File: config.mk
export PLATFORM = sky130hd
export DESIGN_NAME = beam_switch_command_timer
export DESIGN_NICKNAME = d
export VERILOG_FILES = /design/src/bsct_pkg.sv /design/src/beam_switch_command_timer.sv /design/src/bsct_cfg.sv /design/src/bsct_time.sv /design/src/bsct_out.sv
export SDC_FILE = /design/constraint.sdc
export NUM_CORES = 2
export LEC_CHECK = 0
export ABC_AREA = 1
export BUFFER_PORTS_ARGS = -buffer_cell sky130_fd_sc_hd__buf_2
export CAP_MARGIN = 25
export CORE_ASPECT_RATIO = 0.75
export CORE_MARGIN = 4
export CORE_UTILIZATION = 40
export CTS_CLUSTER_DIAMETER = 80
export DETAILED_ROUTE_END_ITERATION = 16
export PLACE_DENSITY_LB_ADDON = 0.12
export SLEW_MARGIN = 20
export SYNTH_ARGS = -nofsm -noshare
export SYNTH_HDL_FRONTEND = slang
export SYNTH_SLANG_ARGS = --single-unit
File: constraint.sdc
create_clock -name clk_i -period 10.3 [get_ports clk_i]
set_clock_uncertainty 0.05 [all_clocks]
set_input_delay 1.545 -clock clk_i [delete_from_list [all_inputs] [get_ports clk_i]]
set_output_delay 1.545 -clock clk_i [all_outputs]
set_load 0.03 [all_outputs]
File: src/bsct_pkg.sv
// Shared types, constants and helpers for the beam switch command timer.
// Used by every module of the block; depends on nothing.
package bsct_pkg;

  // Field widths
  localparam int unsigned CfgW      = 24;
  localparam int unsigned GapW      = 16;
  localparam int unsigned TimeW     = 36;
  localparam int unsigned AddrW     = 7;
  localparam int unsigned PayloadW  = 6;
  localparam int unsigned SpiW      = AddrW + PayloadW;
  localparam int unsigned CfgIndexW = 2;

  // Configuration register indexes
  localparam logic [CfgIndexW-1:0] RegFrameSamples  = 2'd0;
  localparam logic [CfgIndexW-1:0] RegSlotSamples   = 2'd1;
  localparam logic [CfgIndexW-1:0] RegSymbolSamples = 2'd2;
  localparam logic [CfgIndexW-1:0] RegMinGapSamples = 2'd3;

  // Reset values of the configuration registers
  localparam logic [CfgW-1:0] FrameSamplesRst  = 24'd307200;
  localparam logic [CfgW-1:0] SlotSamplesRst   = 24'd15360;
  localparam logic [CfgW-1:0] SymbolSamplesRst = 24'd1097;
  localparam logic [GapW-1:0] MinGapSamplesRst = 16'd102;

  // Beam table register addresses
  localparam logic [AddrW-1:0] TxGainAddr  = 7'h58;
  localparam logic [AddrW-1:0] TxPhaseAddr = 7'h78;
  localparam logic [AddrW-1:0] RxGainAddr  = 7'h54;
  localparam logic [AddrW-1:0] RxPhaseAddr = 7'h70;

  typedef struct packed {
    logic [CfgW-1:0] frame_samples;
    logic [CfgW-1:0] slot_samples;
    logic [CfgW-1:0] symbol_samples;
    logic [GapW-1:0] min_gap_samples;
  } bsct_cfg_t;

  // Per-command control carried alongside the timestamp
  typedef struct packed {
    logic                rx_direction;
    logic [PayloadW-1:0] payload;
    logic                first_of_batch;
  } bsct_cmd_t;

  // Register address for one word of the pair
  function automatic logic [AddrW-1:0] spi_addr(input logic rx, input logic phase);
    logic [AddrW-1:0] addr;
    unique case ({rx, phase})
      2'b00:   addr = TxGainAddr;
      2'b01:   addr = TxPhaseAddr;
      2'b10:   addr = RxGainAddr;
      default: addr = RxPhaseAddr;
    endcase
    return addr;
  endfunction

endpackage

File: src/beam_switch_command_timer.sv
// A command passes the input, product, sum and output registers and leaves as a gain
// word, then a phase word; the output takes a new command once both words are taken.
// The timestamp pipeline (input, product, sum) takes a command every cycle unless stalled.
// Reset: asynchronous, active low; clears all valid flags and the previous timestamp,
// and loads the configuration registers with their default sample counts.
module beam_switch_command_timer (
  input  logic                             clk_i,
  input  logic                             rst_ni,
  // configuration write port
  input  logic                             cfg_we_i,
  input  logic [bsct_pkg::CfgIndexW-1:0]   cfg_index_i,
  input  logic [bsct_pkg::CfgW-1:0]        cfg_wdata_i,
  // command words
  input  logic                             in_valid_i,
  output logic                             in_stall_o,
  input  logic [9:0]                       frame_number_i,
  input  logic [7:0]                       slot_number_i,
  input  logic [3:0]                       symbol_number_i,
  input  logic                             rx_direction_i,
  input  logic [7:0]                       beam_number_i,
  input  logic                             first_of_batch_i,
  // SPI result words
  output logic                             out_valid_o,
  input  logic                             out_stall_i,
  output logic [bsct_pkg::SpiW-1:0]        spi_word_o,
  output logic                             phase_word_o,
  output logic [bsct_pkg::TimeW-1:0]       sample_time_o,
  output logic                             collision_o,
  output logic                             last_word_o
);

  bsct_pkg::bsct_cfg_t          cfg;
  bsct_pkg::bsct_cmd_t          cmd_in;
  bsct_pkg::bsct_cmd_t          t_cmd;
  logic                         in_ready;
  logic                         t_valid;
  logic                         t_ready;
  logic [bsct_pkg::TimeW-1:0]   t_time;

  // Beam payload is (beam - 1) mod 64; beam zero wraps to 63
  assign cmd_in.rx_direction   = rx_direction_i;
  assign cmd_in.payload        = beam_number_i[bsct_pkg::PayloadW-1:0] - 6'd1;
  assign cmd_in.first_of_batch = first_of_batch_i;

  assign in_stall_o = !in_ready;

  bsct_cfg u_cfg (
    .clk_i       (clk_i),
    .rst_ni      (rst_ni),
    .cfg_we_i    (cfg_we_i),
    .cfg_index_i (cfg_index_i),
    .cfg_wdata_i (cfg_wdata_i),
    .cfg_o       (cfg)
  );

  bsct_time u_time (
    .clk_i           (clk_i),
    .rst_ni          (rst_ni),
    .cfg_i           (cfg),
    .in_valid_i      (in_valid_i),
    .in_ready_o      (in_ready),
    .frame_number_i  (frame_number_i),
    .slot_number_i   (slot_number_i),
    .symbol_number_i (symbol_number_i),
    .cmd_i           (cmd_in),
    .t_valid_o       (t_valid),
    .t_ready_i       (t_ready),
    .t_time_o        (t_time),
    .t_cmd_o         (t_cmd)
  );

  bsct_out u_out (
    .clk_i         (clk_i),
    .rst_ni        (rst_ni),
    .min_gap_i     (cfg.min_gap_samples),
    .t_valid_i     (t_valid),
    .t_ready_o     (t_ready),
    .t_time_i      (t_time),
    .t_cmd_i       (t_cmd),
    .out_valid_o   (out_valid_o),
    .out_stall_i   (out_stall_i),
    .spi_word_o    (spi_word_o),
    .phase_word_o  (phase_word_o),
    .sample_time_o (sample_time_o),
    .collision_o   (collision_o),
    .last_word_o   (last_word_o)
  );

endmodule

File: src/bsct_cfg.sv
// Configuration registers of the beam switch command timer.
// Depends on bsct_pkg.
module bsct_cfg (
  input  logic                             clk_i,
  input  logic                             rst_ni,
  input  logic                             cfg_we_i,
  input  logic [bsct_pkg::CfgIndexW-1:0]   cfg_index_i,
  input  logic [bsct_pkg::CfgW-1:0]        cfg_wdata_i,
  output bsct_pkg::bsct_cfg_t              cfg_o
);

  bsct_pkg::bsct_cfg_t cfg_q;

  // Register file, written by index
  always_ff @(posedge clk_i or negedge rst_ni) begin
    if (!rst_ni) begin
      cfg_q.frame_samples   <= bsct_pkg::FrameSamplesRst;
      cfg_q.slot_samples    <= bsct_pkg::SlotSamplesRst;
      cfg_q.symbol_samples  <= bsct_pkg::SymbolSamplesRst;
      cfg_q.min_gap_samples <= bsct_pkg::MinGapSamplesRst;
    end else if (cfg_we_i) begin
      unique case (cfg_index_i)
        bsct_pkg::RegFrameSamples:  cfg_q.frame_samples  <= cfg_wdata_i;
        bsct_pkg::RegSlotSamples:   cfg_q.slot_samples   <= cfg_wdata_i;
        bsct_pkg::RegSymbolSamples: cfg_q.symbol_samples <= cfg_wdata_i;
        bsct_pkg::RegMinGapSamples:
          cfg_q.min_gap_samples <= cfg_wdata_i[bsct_pkg::GapW-1:0];
      endcase
    end
  end

  assign cfg_o = cfg_q;

endmodule

File: src/bsct_time.sv
// Timestamp pipeline: input register, product register, sum register.
// Depends on bsct_pkg.
module bsct_time (
  input  logic                          clk_i,
  input  logic                          rst_ni,
  input  bsct_pkg::bsct_cfg_t           cfg_i,
  // command word in
  input  logic                          in_valid_i,
  output logic                          in_ready_o,
  input  logic [9:0]                    frame_number_i,
  input  logic [7:0]                    slot_number_i,
  input  logic [3:0]                    symbol_number_i,
  input  bsct_pkg::bsct_cmd_t           cmd_i,
  // timestamped command out
  output logic                          t_valid_o,
  input  logic                          t_ready_i,
  output logic [bsct_pkg::TimeW-1:0]    t_time_o,
  output bsct_pkg::bsct_cmd_t           t_cmd_o
);

  // Stage 0: captured command
  logic                valid0_q;
  logic [9:0]          frame0_q;
  logic [7:0]          slot0_q;
  logic [3:0]          sym0_q;
  bsct_pkg::bsct_cmd_t cmd0_q;
  // Stage 1: partial products
  logic                valid1_q;
  logic [33:0]         pfrm1_q;
  logic [31:0]         pslt1_q;
  logic [27:0]         psym1_q;
  bsct_pkg::bsct_cmd_t cmd1_q;
  // Stage 2: timestamp
  logic                          valid2_q;
  logic [bsct_pkg::TimeW-1:0]    time2_q;
  bsct_pkg::bsct_cmd_t           cmd2_q;

  logic ready0, ready1, ready2;
  logic [33:0] pfrm1_d;
  logic [31:0] pslt1_d;
  logic [27:0] psym1_d;
  logic [bsct_pkg::TimeW-1:0] time2_d;

  assign ready2 = !valid2_q || t_ready_i;
  assign ready1 = !valid1_q || ready2;
  assign ready0 = !valid0_q || ready1;
  assign in_ready_o = ready0;

  // Three independent multiplies
  assign pfrm1_d = {24'd0, frame0_q} * {10'd0, cfg_i.frame_samples};
  assign pslt1_d = {24'd0, slot0_q} * {8'd0, cfg_i.slot_samples};
  assign psym1_d = {24'd0, sym0_q} * {4'd0, cfg_i.symbol_samples};

  // Sum never exceeds 36 bits for any operand values
  assign time2_d = {2'd0, pfrm1_q} + {4'd0, pslt1_q} + {8'd0, psym1_q};

  // Valid flags
  always_ff @(posedge clk_i or negedge rst_ni) begin
    if (!rst_ni) begin
      valid0_q <= 1'b0;
      valid1_q <= 1'b0;
      valid2_q <= 1'b0;
    end else begin
      if (ready0) valid0_q <= in_valid_i;
      if (ready1) valid1_q <= valid0_q;
      if (ready2) valid2_q <= valid1_q;
    end
  end

  // Payload registers
  always_ff @(posedge clk_i) begin
    if (in_valid_i && ready0) begin
      frame0_q <= frame_number_i;
      slot0_q  <= slot_number_i;
      sym0_q   <= symbol_number_i;
      cmd0_q   <= cmd_i;
    end
    if (valid0_q && ready1) begin
      pfrm1_q <= pfrm1_d;
      pslt1_q <= pslt1_d;
      psym1_q <= psym1_d;
      cmd1_q  <= cmd0_q;
    end
    if (valid1_q && ready2) begin
      time2_q <= time2_d;
      cmd2_q  <= cmd1_q;
    end
  end

  assign t_valid_o = valid2_q;
  assign t_time_o  = time2_q;
  assign t_cmd_o   = cmd2_q;

  // A stalled timestamp holds until taken
  assert property (@(posedge clk_i) disable iff (!rst_ni)
    valid2_q && !t_ready_i |=> valid2_q && $stable(time2_q))
    else $error("bsct_time: stalled timestamp changed");

endmodule

File: src/bsct_out.sv
// Gap check against the previous timestamp and the two-word SPI output register.
// Depends on bsct_pkg.
module bsct_out (
  input  logic                             clk_i,
  input  logic                             rst_ni,
  input  logic [bsct_pkg::GapW-1:0]        min_gap_i,
  // timestamped command in
  input  logic                             t_valid_i,
  output logic                             t_ready_o,
  input  logic [bsct_pkg::TimeW-1:0]       t_time_i,
  input  bsct_pkg::bsct_cmd_t              t_cmd_i,
  // result words
  output logic                             out_valid_o,
  input  logic                             out_stall_i,
  output logic [bsct_pkg::SpiW-1:0]        spi_word_o,
  output logic                             phase_word_o,
  output logic [bsct_pkg::TimeW-1:0]       sample_time_o,
  output logic                             collision_o,
  output logic                             last_word_o
);

  logic                             valid_q;
  logic                             word_q;     // 0 gain word, 1 phase word
  logic [bsct_pkg::TimeW-1:0]       prev_q;
  logic [bsct_pkg::TimeW-1:0]       time_q;
  logic                             coll_q;
  logic                             rx_q;
  logic [bsct_pkg::PayloadW-1:0]    payload_q;

  logic                             out_take;
  logic                             load;
  logic [bsct_pkg::TimeW:0]         limit;
  logic                             coll_d;

  assign out_take  = valid_q && !out_stall_i;
  assign t_ready_o = !valid_q || (word_q && out_take);
  assign load      = t_valid_i && t_ready_o;

  // Gap below minimum, or going backwards, is a collision unless a batch starts: t < prev + min
  assign limit  = {1'b0, prev_q} + {{(bsct_pkg::TimeW + 1 - bsct_pkg::GapW){1'b0}}, min_gap_i};
  assign coll_d = !t_cmd_i.first_of_batch && ({1'b0, t_time_i} < limit);

  // Control and previous timestamp
  always_ff @(posedge clk_i or negedge rst_ni) begin
    if (!rst_ni) begin
      valid_q <= 1'b0;
      word_q  <= 1'b0;
      prev_q  <= '0;
    end else if (load) begin
      valid_q <= 1'b1;
      word_q  <= 1'b0;
      prev_q  <= t_time_i;
    end else if (out_take) begin
      if (word_q) begin
        valid_q <= 1'b0;
        word_q  <= 1'b0;
      end else begin
        word_q <= 1'b1;
      end
    end
  end

  // Result payload
  always_ff @(posedge clk_i) begin
    if (load) begin
      time_q    <= t_time_i;
      coll_q    <= coll_d;
      rx_q      <= t_cmd_i.rx_direction;
      payload_q <= t_cmd_i.payload;
    end
  end

  assign out_valid_o   = valid_q;
  assign spi_word_o    = {bsct_pkg::spi_addr(rx_q, word_q), payload_q};
  assign phase_word_o  = word_q;
  assign sample_time_o = time_q;
  assign collision_o   = coll_q;
  assign last_word_o   = word_q;

  // Phase word flag only while a command is held
  assert property (@(posedge clk_i) disable iff (!rst_ni)
    !valid_q |-> !word_q)
    else $error("bsct_out: phase word flag without a command");

  // Taking the gain word leaves the phase word of the same command
  assert property (@(posedge clk_i) disable iff (!rst_ni)
    out_take && !word_q |=> valid_q && word_q && $stable(time_q))
    else $error("bsct_out: phase word did not follow gain word");

  // A new command only enters once both words of the last one are gone
  assert property (@(posedge clk_i) disable iff (!rst_ni)
    load && valid_q |-> word_q && !out_stall_i)
    else $error("bsct_out: command overwritten before delivery");

endmodule

Word-level counts from Yosys, hierarchy flattened
Index checks and enable logic that the tools add are counted.
Widths: inputs -> output; s select.
{ "word_totals": {"regBits": 349, "input_bits": 63, "wordCells": 77} }
{ "classes": {"magnitude_cmp": 1, "reduce_logical": 27, "n_mux": 7, "mul": 3, "n_eq_ne": 5, "add_sub_neg": 4} }
{ "ops": {"columns": ["op", "count"], "rows": [
  ["$add 36x16->37", 1],
  ["$lt 36x37->1", 1],
  ["$add 36x28->36", 1],
  ["$add 34x32->35", 1],
  ["$mul 10x24->34", 1],
  ["$mul 8x24->32", 1],
  ["$mul 4x24->28", 1],
  ["$pmux 6 s3", 1],
  ["$reduce_and 2->1", 5],
  ["$logic_and 1x1->1", 7],
  ["$logic_not 1->1", 7],
  ["$eq 2x2->1 const B", 3],
  ["$mux 1", 6],
  ["$sub 6x1->6 const B", 1],
  ["$eq 2x1->1 const B", 2],
  ["$logic_not 2->1", 2],
  ["$logic_or 1x1->1", 4],
  ["$reduce_bool 2->1", 2]
]} }

Longest topological paths before layout
{ "logic_depth": {"ltp_word": 8, "ltp_mapped": 25} }

Cells and area by module
A second synthesis with hierarchy kept.
{ "unflattened": {"cells_unflattened": 4648, "hier_area_um2": 35919.4} }
{ "modules_own_cells": {"columns": ["mod", "cells_per_inst", "n_inst", "area_each_um2"], "rows": [
  ["bsct_time", 3643, 1, 27053.4],
  ["bsct_out", 591, 1, 5109.9],
  ["bsct_cfg", 392, 1, 3644.7],
  ["beam_switch_command_timer", 22, 1, 111.4]
]} }

Worst setup path before layout
No wires, ideal clock.
{ "synth_path": {"path_type": "flip-flop to flip-flop", "from": "register u_cfg.cfg_q, in the netlist u_cfg.cfg_o[82]", "to": "register u_time.pfrm1_q[28] (data pin)", "path_slack_ns": 5.129, "synth_period_minus_slack_ns": 5.171, "path_stages_with_launch": 21, "t_arrival_ns": 4.862, "setup_time_ns": 0.259, "path_cell_list": "dfstp_2 -> clkbuf_1 -> nand2_1 -> fa_1 -> inv_1 -> fa_1 -> fa_1 -> fa_1 -> inv_1 -> fa_1 -> inv_1 -> ha_1 -> a21o_1 -> a21o_1 -> a31oi_1 -> nand3_1 -> nand2_1 -> nand2_1 -> nand2_1 -> nand2_1 -> xor2_1"} }
{ "synth_via": {"elab_chain_len": 1} }
{ "synth_lines": {"columns": ["element", "line", "rtl"], "rows": [
  ["from (decl)", "bsct_cfg.sv:12", "bsct_pkg::bsct_cfg_t cfg_q;"],
  ["$mul 10x24->34", "bsct_time.sv:50", "assign pfrm1_d = {24'd0, frame0_q} * {10'd0, cfg_i.frame_samples};"],
  ["via u_time.pfrm1_d[28]", "bsct_time.sv:39", "logic [33:0] pfrm1_d;"],
  ["to (signal assigned)", "bsct_time.sv:79", "pfrm1_q <= pfrm1_d;"],
  ["to (decl)", "bsct_time.sv:29", "logic [33:0] pfrm1_q;"]
]} }
The timed path passes the listed nets, and every way through them passes these cells.
A chain may end at the register's enable or synchronous reset.

Worst setup path in the final report
{ "layout_path": {"from": "register u_time.frame0_q[1]", "to": "register u_time.pfrm1_q[33] (data pin)"} }
{ "layout_via": {"elab_chain_len": 1} }
{ "layout_lines": {"columns": ["element", "line", "rtl"], "rows": [
  ["from (decl)", "bsct_time.sv:23", "logic [9:0] frame0_q;"],
  ["from (signal assigned)", "bsct_time.sv:73", "frame0_q <= frame_number_i;"],
  ["$mul 10x24->34", "bsct_time.sv:50", null],
  ["via u_time.pfrm1_d[33]", "bsct_time.sv:39", null]
]} }
The timed path passes the listed nets, and every way through them passes these cells.

==> run summary <==
Proportion of layout cells with a drive suffix above 1: 0.0648
Hold Path Origin: u_time.t_cmd_o[1]$_DFFE_PP_
Final Max Tran Viols: 0
Nets: 4,782
DRC Markers: 0
Area grow syn2layout: 9.85%
Slew headroom: 0.316
Initial DRC Count: 1,625
Vias in the first global route: 26.3k
R2R Path Start: u_time.frame0_q[1]$_DFFE_PP_
Total of max-cap violations: 0
# hold bufs at CTS: 0
Post-synth EDFFs: 220
DR vias: 25.7k
Slowest CP cell: edfxtp_1
Final hold viol count: 0
Wire length on met1: 45,000 microns
Global-route wire length before repair: 150,000 microns
Final wirelength: 92,500 microns
DR WL met2: 39,900 microns
Status: completed
Crit path cell chain: buf_8, nand2_1, fa_1, inv_1, fa_1, inv_1, fa_1, inv_1, fa_1, inv_1, fa_1, inv_1, ha_1, nand2_1, nor2_1, nor2_1, o21ai_1, nand3_1, nand3_1, a31oi_1, xor2_1
Syn Area/Cell: 8.39 sq um
Setup violators final: 0
Worst setup startpoint: u_time.frame0_q[1]$_DFFE_PP_
Root Driver: clkbuf_16
Cts repair resizes: 0
Distinct cells, synth: 56
Post-CTS setup buffers: 0
Initial antenna violation count: 10
Die Ht: 260 microns
DP HPWL: 72,400 microns
Worst path max stage delay: 0.78 ns
Max FO, Critical Path: 15
Grt ovf: 0
Site Rows: 92
H-tree levels: 2
Clock tree sinks: 349
Die width: 344 microns
Worst Setup Path Type: flip-flop to flip-flop
Setup TNS: 0 ns
Clk_lat worst skew: 0.59 ns
Crit path arrival time: 5.98 ns
I/O Buffers: 110
Hold/Removal Path Class: flip-flop to flip-flop
Clock tree from TritonCTS: built
Largest net degree at the start of global routing: 88
Starting Density: 0.403
Max Freq: 0.175 GHz
Routed Antenna Nets: 0
I/O pin total: 117
Gate Count Post-Synth: 4,040
Clk buf depth: 3
Final GP Congestion: 0.887
Mapped cell area: 0.0339 sq mm
Synthesis Warnings: 0
CTS buffer count: 42
Worst-Margin Slew: 1.03 ns
Reg clk slew, reported paths: 0.06 ns
Post-synth ARST share: 0.370
GRT Total Usage: 0.214
RSZ-0062 raised after global routing: no
CP startpoint kind: flip-flop
Highest Signal Layer: met4
DR vias/cell: 4.88
Post-synthesis sequential area ratio: 0.291
Met3 wire len: 5330 microns
Final min period: 5.72 ns
Synth Register Bits: 349
First-pass iteration count of the detailed router: 6
Drt wl/cell: 17.5 microns
Final Cycle Share: 0.555
Most common flop cell mapped by yosys: edfxtp_1
Setup crit end kind: flip-flop
Core Area: 0.0840 sq mm
Die Footprint: 0.0895 sq mm
Data required time of the worst path: 10.56 ns
[through the flow]
step	setup WS (ns)	utilization	instance area [sq um]	hold slack (ns)	std cells
3_3_place_gp	4.34	0.423	35600	0.350	5177
6_report	4.58	0.443	37200	0.368	5272
3_5_place_dp	4.32	0.423	35600	0.355	5178
4_1_cts	4.29	0.441	37100	0.367	5256
2_1_floorplan	5.13	-	33900	0.350	4043
5_1_grt	4.26	0.443	37200	0.372	5263
[area by class of cell]
class	instances	area, sq um
diodes	9	22.5
clock buffers	52	1120
clock inverters	26	390
fillers	8492	46800
inverters	798	3000
multi-input cells	2773	20600
flip-flops and latches	349	9850
well taps	1128	1410
repair buffers	137	850
[registers in the layout, indices dropped and copies added (netlist names), 4 cells and up]
signal	cells
u_out.sample_time_o	36
u_time.slot0_q	8
u_time.sym0_q	4
u_out.prev_q	36
u_time.cmd0_q	8
u_time.t_cmd_o	8
u_cfg.cfg_o	88
u_out.payload_q	6
u_time.pslt1_q	32
u_time.frame0_q	10
u_time.pfrm1_q	34
u_time.cmd1_q	8
u_time.psym1_q	28
u_time.t_time_o	36
[synthesized netlist by cell type (2+ instances only)]
cell / number / area (sq um)
buf_4: 5 / 37.5
a21oi_2: 4 / 35.0
nand3_2: 2 / 20.0
nand2_2: 16 / 100
nand2_1: 1133 / 4250
nand3_1: 89 / 445
o21a_1: 17 / 128
xor2_1: 118 / 1030
a31oi_1: 19 / 119
o31ai_1: 2 / 15.0
nor3_2: 2 / 20.0
dfrtp_1: 113 / 2830
nor3_1: 23 / 115
nor2_4: 2 / 22.5
clkbuf_1: 114 / 428
nor4_1: 10 / 62.6
o21ai_0: 179 / 896
conb_1: 2 / 7.51
o211a_1: 2 / 20.0
o211ai_1: 3 / 22.5
nand4_1: 30 / 188
a21boi_0: 3 / 22.5
and3_1: 2 / 12.5
edfxtp_1: 220 / 6610
a211oi_1: 2 / 15.0
o21ai_1: 8 / 40.0
inv_1: 797 / 2990
nor2_1: 175 / 657
o221ai_1: 3 / 26.3
fa_1: 353 / 7070
o21bai_2: 3 / 33.8
o21bai_1: 13 / 97.6
xnor2_1: 56 / 490
dfstp_2: 16 / 420
ha_1: 265 / 3320
a21oi_1: 189 / 946
a21o_1: 16 / 120
nand3b_1: 6 / 45.0
nor2_2: 8 / 50.1
buf_1: 4 / 15.0
[kinds of logic (layout without fill, tap and decap cells)]
group                      count (synthesis)  in the layout  share of synthesized area
and+or+nand+nor                         1503           1503                      0.178
buffers and inverters                    921           1013                      0.103
xor gates and xnor gates                 174            174                     0.0450
adders and majority gates                618            618                      0.306
other                                      2             14                   0.000222
DFF                                      349            349                      0.291
AOI/OAI and AO/OA                        473            473                     0.0774
[per-layer routing]
| layer | vias up | GRT usage |
|---|---|---|
| met2 | 537 | 0.333 |
| met5 | - | 0 |
| met4 | 0 | 0.0510 |
| met1 | 12400 | 0.313 |
| met3 | 101 | 0.0339 |
| li1 | 12700 | - |
[worst max-delay path: cells and delay by family (launching register included)]
family	cells	cell delay [ns]
compound gates	2	0.37
flops	1	0.78
fa+ha+maj	6	2.85
simple gates	6	0.70
xor+xnor	1	0.18
buf+inv	6	0.50
[worst paths after layout]
check / end / slack, ns / cells after the start
min in group asynchronous: u_cfg.cfg_o[17]$_DFFE_PN0P_ / 0.92 / 1
max reg2reg: u_time.pfrm1_q[33]$_DFFE_PP_ / 4.58 / 21
max in group asynchronous: u_out.prev_q[21]$_DFFE_PN0P_ / 7.98 / 2
max: u_time.pfrm1_q[33]$_DFFE_PP_ / 4.58 / 21
min: u_out.payload_q[0]$_DFFE_PP_ / 0.37 / 0
min reg2reg: u_out.payload_q[0]$_DFFE_PP_ / 0.37 / 0
[layout by cell type, fill, tap and decap left out, drive strengths merged, types with 2 or more instances in the layout]
master	instances
clkbuf	52
nor4	10
xor2	118
ha	265
nand3	91
fa	353
diode	9
o21bai	16
a31oi	19
nand2	1149
o21ai	188
nand3b	6
conb	5
and2	2
o31ai	2
nand4	30
a21boi	5
xnor2	56
nor3	25
clkinv	7
buf	137
o21a	17
o221ai	3
a21o	16
edfxtp	220
and3	2
inv	804
bufinv	7
clkinvlp	6
o211ai	3
a211oi	2
nor2	185
dfstp	16
a21oi	193
o211a	2
dfrtp	113
Power is not shown: default switching activity piles up to over one toggle a cycle in this logic, so the estimate is an artifact.
